$ cat config.mk
export PLATFORM = sky130hd
export DESIGN_NAME = mti_div
export DESIGN_NICKNAME = d
export VERILOG_FILES = /design/src/rtl/mti_pkg.sv /design/src/rtl/mti_div.sv
export SDC_FILE = /design/constraint.sdc
export NUM_CORES = 1
export LEC_CHECK = 0
export BUFFER_PORTS_ARGS = -buffer_cell sky130_fd_sc_hd__buf_2
export CAP_MARGIN = 20
export CORE_ASPECT_RATIO = 0.75
export CORE_MARGIN = 1
export CORE_UTILIZATION = 56
export CTS_CLUSTER_DIAMETER = 60
export DETAILED_ROUTE_END_ITERATION = 6
export GPL_TIMING_DRIVEN = 0
export PLACE_DENSITY = 0.82
export SKIP_LAST_GASP = 1
export SLEW_MARGIN = 30
export SYNTH_ARGS = -nofsm -noshare
export SYNTH_HDL_FRONTEND = slang
export SYNTH_SLANG_ARGS = --single-unit
$ cat constraint.sdc
create_clock -name clk -period 5.88 [get_ports clk]
set_input_delay 0.294 -clock clk [delete_from_list [all_inputs] [get_ports clk]]
set_output_delay 0.294 -clock clk [all_outputs]
set_load 0.01 [all_outputs]
$ cat src/rtl/mti_pkg.sv
package mti_pkg;

	localparam int EDGE_TABLE_DEPTH   = 1024;
	localparam int INDEX_BITS         = 16;
	localparam int VERTEX_NUMBER_BITS = 20;

	localparam int ADDR_W  = $clog2(EDGE_TABLE_DEPTH);
	localparam int CNT_W   = ADDR_W + 1;
	localparam int KEY_W   = 2 * INDEX_BITS;
	localparam int ENTRY_W = KEY_W + VERTEX_NUMBER_BITS;

	// corner height plus offset, and differences of two of them
	localparam int HT_W  = 18;
	// coordinate span: signed index difference times grid step
	localparam int M_W   = INDEX_BITS + 17;
	// interpolation numerator
	localparam int N_W   = HT_W + M_W;
	// divider: 2|n|+|d| over 2|d|, also index over columns
	localparam int DIV_N = N_W + 1;
	localparam int DIV_D = 20;
	localparam int CO_W  = 33;
	localparam int SUM_W = CO_W + 2;

	typedef enum logic [2:0] {
		CFG_ISO_LEVEL     = 3'd0,
		CFG_HEIGHT_OFFSET = 3'd1,
		CFG_GRID_COLUMNS  = 3'd2,
		CFG_X_ORIGIN      = 3'd3,
		CFG_Y_ORIGIN      = 3'd4,
		CFG_GRID_STEP     = 3'd5
	} cfg_index_t;

	localparam logic [1:0] KIND_CONTINUE = 2'd0;

	typedef enum logic [3:0] {
		ST_IDLE,
		ST_LOOK_REQ,
		ST_LOOK_WAIT,
		ST_DIVH_REQ,
		ST_DIVH_WAIT,
		ST_DIVO_REQ,
		ST_DIVO_WAIT,
		ST_MUL_A,
		ST_MUL_B,
		ST_ABS,
		ST_QDIV_REQ,
		ST_QDIV_WAIT,
		ST_EMIT
	} state_t;

	typedef struct packed {
		logic [INDEX_BITS-1:0] corner_a_index;
		logic [INDEX_BITS-1:0] corner_b_index;
		logic [INDEX_BITS-1:0] corner_c_index;
		logic signed [15:0]    corner_a_height;
		logic signed [15:0]    corner_b_height;
		logic signed [15:0]    corner_c_height;
		logic [1:0]            start_kind;
	} item_t;

	typedef struct packed {
		logic [VERTEX_NUMBER_BITS-1:0] vertex_number;
		logic                          is_new;
		logic signed [15:0]            point_x;
		logic signed [15:0]            point_y;
		logic signed [15:0]            point_z;
		logic                          table_full;
		logic                          last;
	} result_t;

	typedef struct packed {
		logic             go;
		logic [KEY_W-1:0] key;
	} lookup_req_t;

	typedef struct packed {
		logic                          we;
		logic [KEY_W-1:0]              key;
		logic [VERTEX_NUMBER_BITS-1:0] vnum;
	} insert_t;

	typedef struct packed {
		logic                          done;
		logic                          found;
		logic                          full;
		logic [VERTEX_NUMBER_BITS-1:0] vnum;
	} lookup_resp_t;

endpackage

$ cat src/rtl/mti_div.sv
module mti_div
	import mti_pkg::*;
(
	input  logic             clk,
	input  logic             arst_n,
	input  logic             go,
	input  logic [DIV_N-1:0] dividend,
	input  logic [DIV_D-1:0] divisor,
	output logic             done,
	output logic [DIV_N-1:0] quotient,
	output logic [DIV_D-1:0] remainder
);

	localparam int STEP_W = $clog2(DIV_N + 1);

	logic              run_q;
	logic              done_q;
	logic [STEP_W-1:0] step_q;
	logic [DIV_N-1:0]  dq_q;
	logic [DIV_D-1:0]  rem_q;
	logic [DIV_D-1:0]  dvs_q;
	logic [DIV_D:0]    trial;
	logic [DIV_D:0]    diff;
	logic              ge;
	logic              last_step;

	// restoring division, one quotient bit per cycle
	assign trial     = {rem_q, dq_q[DIV_N-1]};
	assign ge        = trial >= {1'b0, dvs_q};
	assign diff      = trial - {1'b0, dvs_q};
	assign last_step = run_q && (step_q == STEP_W'(DIV_N - 1));

	always_ff @(posedge clk or negedge arst_n) begin
		if (!arst_n) begin
			run_q  <= 1'b0;
			done_q <= 1'b0;
			step_q <= '0;
		end else begin
			done_q <= last_step;
			if (go) begin
				run_q  <= 1'b1;
				step_q <= '0;
			end else if (run_q) begin
				step_q <= step_q + 1'b1;
				if (last_step) begin
					run_q <= 1'b0;
				end
			end
		end
	end

	always_ff @(posedge clk) begin
		if (go) begin
			dq_q  <= dividend;
			rem_q <= '0;
			dvs_q <= divisor;
		end else if (run_q) begin
			dq_q  <= {dq_q[DIV_N-2:0], ge};
			rem_q <= ge ? diff[DIV_D-1:0] : trial[DIV_D-1:0];
		end
	end

	assign done      = done_q;
	assign quotient  = dq_q;
	assign remainder = rem_q;

endmodule

=== Word-level counts from Yosys, hierarchy flattened ===
Cells that the tools add are included.

* Flip-flop bits (word level): 100
* Bits of input ports: 75
* Output and inout port bits: 73
* Logic and storage cells: 20

* $add $sub $neg: 2
* Magnitude comparators: 1
* Equal/unequal tests: 1
* Mux-type cells: 8
* Reduce and logical (&&, ||, !) cells: 2

{| class="wikitable"
|+ Operators with widths
! operator !! number
|-
| $mux W52 || 2
|-
| $ge A21 B20 Y1 || 1
|-
| $mux W20 || 1
|-
| $sub A20 B20 Y20 || 1
|-
| $mux W6 || 2
|-
| $add A6 B1 Y6 const B || 1
|-
| $eq A6 B6 Y1 const B || 1
|-
| $mux W1 || 3
|-
| $reduce_bool A2 Y1 || 1
|-
| $logic_and A1 B1 Y1 || 1
|}

=== Longest topological paths before layout ===
* Depth after elaboration: 5
* Depth in mapped cells: 11
* Gate-level depth less buffers: 10

=== Worst setup path after synthesis ===
OpenSTA, ideal clock, no wires.

* Path type: register to register
* From: register rem_q[11] (netlist: remainder[11])
* To: register dq_q[0] (netlist: quotient[0]), data pin
* Setup time: 260 ps
* Arrival: 2,196 ps
* Data required time: 5,620 ps
* Setup slack: 3,424 ps
* Stages on the path, launching flop included: 9
* Buffers on the path: 1
* Clock period less this slack: 2,456 ps
* Cells stage by stage: dfxtp_1 -> ha_1 -> and4_1 -> and4_4 -> a311o_1 -> nor3_2 -> o21ai_2 -> buf_6 -> mux2_2

* Longest elaborated chain between the ends: 3

{| class="wikitable"
|+ RTL lines
! what !! RTL line !! RTL
|-
| from (decl) || mti_div.sv:20 || <nowiki>logic [DIV_D-1:0] rem_q;</nowiki>
|-
| from (signal assigned) || mti_div.sv:59 || <nowiki>rem_q <= ge ? diff[DIV_D-1:0] : trial[DIV_D-1:0];</nowiki>
|-
| $ge A21 B20 Y1 || mti_div.sv:29 || <nowiki>assign ge = trial >= {1'b0, dvs_q};</nowiki>
|-
| $mux W52 || mti_div.sv:57 || <nowiki>end else if (run_q) begin</nowiki>
|-
| $mux W52 || mti_div.sv:53 || <nowiki>if (go) begin</nowiki>
|-
| to (signal assigned) || mti_div.sv:54 || <nowiki>dq_q <= dividend;</nowiki>
|-
| to (signal assigned) || mti_div.sv:58 || <nowiki>dq_q <= {dq_q[DIV_N-2:0], ge};</nowiki>
|-
| to (decl) || mti_div.sv:19 || <nowiki>logic [DIV_N-1:0] dq_q;</nowiki>
|}

Every way passes these cells. The select of a mux whose other input is x is not followed.
A chain may end at the register's enable or synchronous reset.

=== Final worst setup path ===
* From: register rem_q[9] (netlist: remainder[9])
* To: register rem_q[6] (netlist: remainder[6])

* Longest elaborated chain between the ends: 2

{| class="wikitable"
|+ RTL lines
! what !! RTL line
|-
| $ge A21 B20 Y1 || mti_div.sv:29
|-
| $mux W20 || mti_div.sv:59
|}

Every way passes these cells.

==> metrics.md <==
| Metric | Value |
|---|---|
| Max-slew violation count | 0 |
| Slowest cell on crit path | o21ai_0 |
| Drt pass-1 iters | 5 |
| Max Fclk | 353 MHz |
| Crit end category | flop |
| Layout cells sized above 1 | about 39% |
| Final hold violation count | 0 |
| Post-synthesis register bit count | 100 |
| Worst Tran Pin Value | about 740 ps |
| First-pass GRT wire length | 19,300 um |
| Port bufs | ~150 |
| Max capacitance violation total | 0 |
| Synth Flop Type | edfxtp_1 |
| Resized Gates After CTS | 0 |
| Skew-Pair Late Insertion Delay | 340 ps |
| Most frequent cells in the layout | buf_2 (149), edfxtp_1 (72), mux2_2 (52) |
| Initial Utilization | 59.4% |
| Synth warn | 0 |
| Clock root buffer | clkbuf_16 |
| Wirelength per Cell | 17.7 um |
| Ys async rst share | 8.00% |
| Status | finished, final reports clean |
| NumNets Final | 693 |
| Ports | 148 |
| Setup tns final | 0 ps |
| Worst slew margin | 50.1% |
| CP Data Required Time | a little over 6000 ps |
| CP Max Fanout | 10 |
| All-Layer GR Usage | approximately a quarter |
| PD cells | 311 nW/um^2 |
| Post-synth EDFFs | 72 |
| FP Rows | 29 |
| Worst r2r src | remainder[9] |
| Average vias per placed instance | 5.74 |
| RSZ-0062 raised after global routing | no |
| Synth-to-Final Area Change | 22.9% |
| Peak VDD IR | 0.000245 V |
| DP HPWL | about 9200 um |
| Number of diodes | 0 |
| Residual DRC | 0 |
| Width of the die | 113 um |
| Critical Path Start Type | flop |
| Final period utilization | 48.1% |
| Overflow after GRT | 0 |
| Post-CTS setup buffer count | 0 |
| CTS buffer count | 9 |
| Largest net degree at the start of global routing | 53 |
| Crit path max-delay family | compound AO/OA/AOI/OAI gates |
| Syn nets | 534 |
| Area after DPL | 6050 um^2 |
| Leakage | 2.77 nW |
| Htree depth | 3 |
| Routability cong. | 0.907 |
| Hold path startpoint | divisor[4] |
| Total number of vias | slightly above 4k |
| Worst Skew | 7.64 ps |
| Arr. time, crit path | 3080 ps |
| Die area | about 9600 um^2 |
| CTS Buffer Depth | 2 |
| Antenna violations before repair | 0 |
| Minimum clock period | about 2800 ps |
| Most common cell after layout, fill and taps aside | buf_2 |
| 1st-iter DRT viols | 313 |
| Max incr delay on CP | 610 ps |
| Vias in the first global route | between 3k and 4k |
| Setup violations, final | 0 |
| Syn Area/Cell | 11.8 um^2 |
| Die H | approximately 85 um |
| Final wirelength | 12,600 um |
| Core Area | ~8700 um^2 |
| WP buf/inv | 1 |
| Synthesized instance count | 437 |
| Hold Crit Class | in2reg |
| Mapped cell area | 5180 um^2 |
| Register area share after synthesis | about 53% |
| Post-route ant nets | 0 |
| Critical path cell sequence | ha_1 -> a21oi_1 -> o21ai_0 -> a311o_1 -> nor3_2 -> o21ai_2 -> buf_6 -> nand3_1 -> a311oi_2 |
| Type of the worst setup path | reg2reg |
| Unique masters post-synth | 65 |
| Post-route cell area | 6360 um^2 |
| Clk sinks | 100 |
| Clock transition at the registers of the reported paths | 70 ps |
| Crit path launch | remainder[9] |
| CTS tree | done |
[logic make-up (layout without fill, tap and decap cells)]
logic type	count (synthesis)	count (layout)	share of synthesized area [%]
mux	60	60	12.9
xor+xnor	14	14	2.37
simple gates	100	100	9.19
compound gates	93	93	12.8
fa+ha+maj	22	22	5.46
buf+inv	48	212	3.89
flops	100	100	53.4
[path summary, 6_finish.rpt]
check	endpoint	slack, ps	cells past startpoint
max	remainder[6]	3050	9
min in group asynchronous	step_q[1]	340	2
max reg2reg	remainder[6]	3050	9
max in group asynchronous	step_q[2]	5360	2
min reg2reg	remainder[5]	500	2
min	dvs_q[4]	120	1
[power breakdown]
part | internal, mW | switching [mW] | leakage [nW]
registers | 0.838 | 0.0504 | 1.01
clock network | 0.342 | 0.258 | 0.149
logic | 0.219 | 0.274 | 1.60
total | 1.40 | 0.582 | 2.77
[cells in the mapped netlist, types with 6 or more instances]
cell type / n / area share, %
edfxtp_1: 72 / 42
mux2_2: 52 / 11
nor2_1: 34 / 2.5
inv_1: 30 / 2.2
nand2_1: 30 / 2.2
a21oi_1: 23 / 2.2
ha_1: 21 / 5.1
dfxtp_1: 20 / 7.7
o21ai_0: 15 / 1.5
clkbuf_1: 11 / 0.80
dfrtp_1: 8 / 3.9
o21ai_1: 8 / 0.77
xnor2_1: 8 / 1.4
mux2i_1: 7 / 1.4
a211oi_1: 6 / 0.87
xor2_1: 6 / 1.0
[registers in the layout, summed over array words and instances, names as in the netlist]
register and flops:
dvs_q 20, done 1, remainder 20, step_q 6, run_q 1, quotient 52
[routing by layer]
layer / track usage (%) / up-vias / wire length, um
met3: 5.79 / 22 / 836
met1: 36.0 / 1921 / 5540
met4: 7.89 / 0 / 195
met5: 0 / - / 0
met2: 42.4 / 171 / 5980
li1: - / 1959 / -
[final cells by class]
cell class | count | area (um^2)
Sequential cell | 100 | 2760
Fill cell | 610 | 2350
Multi-Input combinational cell | 289 | 2210
Timing Repair Buffer | 148 | 746
Clock buffer | 10 | 239
Tap cell | 108 | 135
Inverter | 30 | 115
Buffer | 18 | 88.8
Clock inverter | 6 | 62.6
[stage by stage]
stage	power [mW]	hold slack (ps)	std cells	util, %	worst slack (ps)
finish	1.98	121	709	73.0	3050
floorplan	1.21	-1.59	437	-	3420
global placement	1.36	143	692	69.4	2450
detailed placement	1.38	150	692	69.5	3180
CTS	1.98	115	709	73.0	3160
global route	2.06	108	709	73.0	2870
[timing repair]
item,in CTS,in global routing
endpoints found under the hold margin,8,0
hold buffers,1,0
endpoints found under the setup margin,0,0
Note: power is estimated with default switching activity, not from simulation.
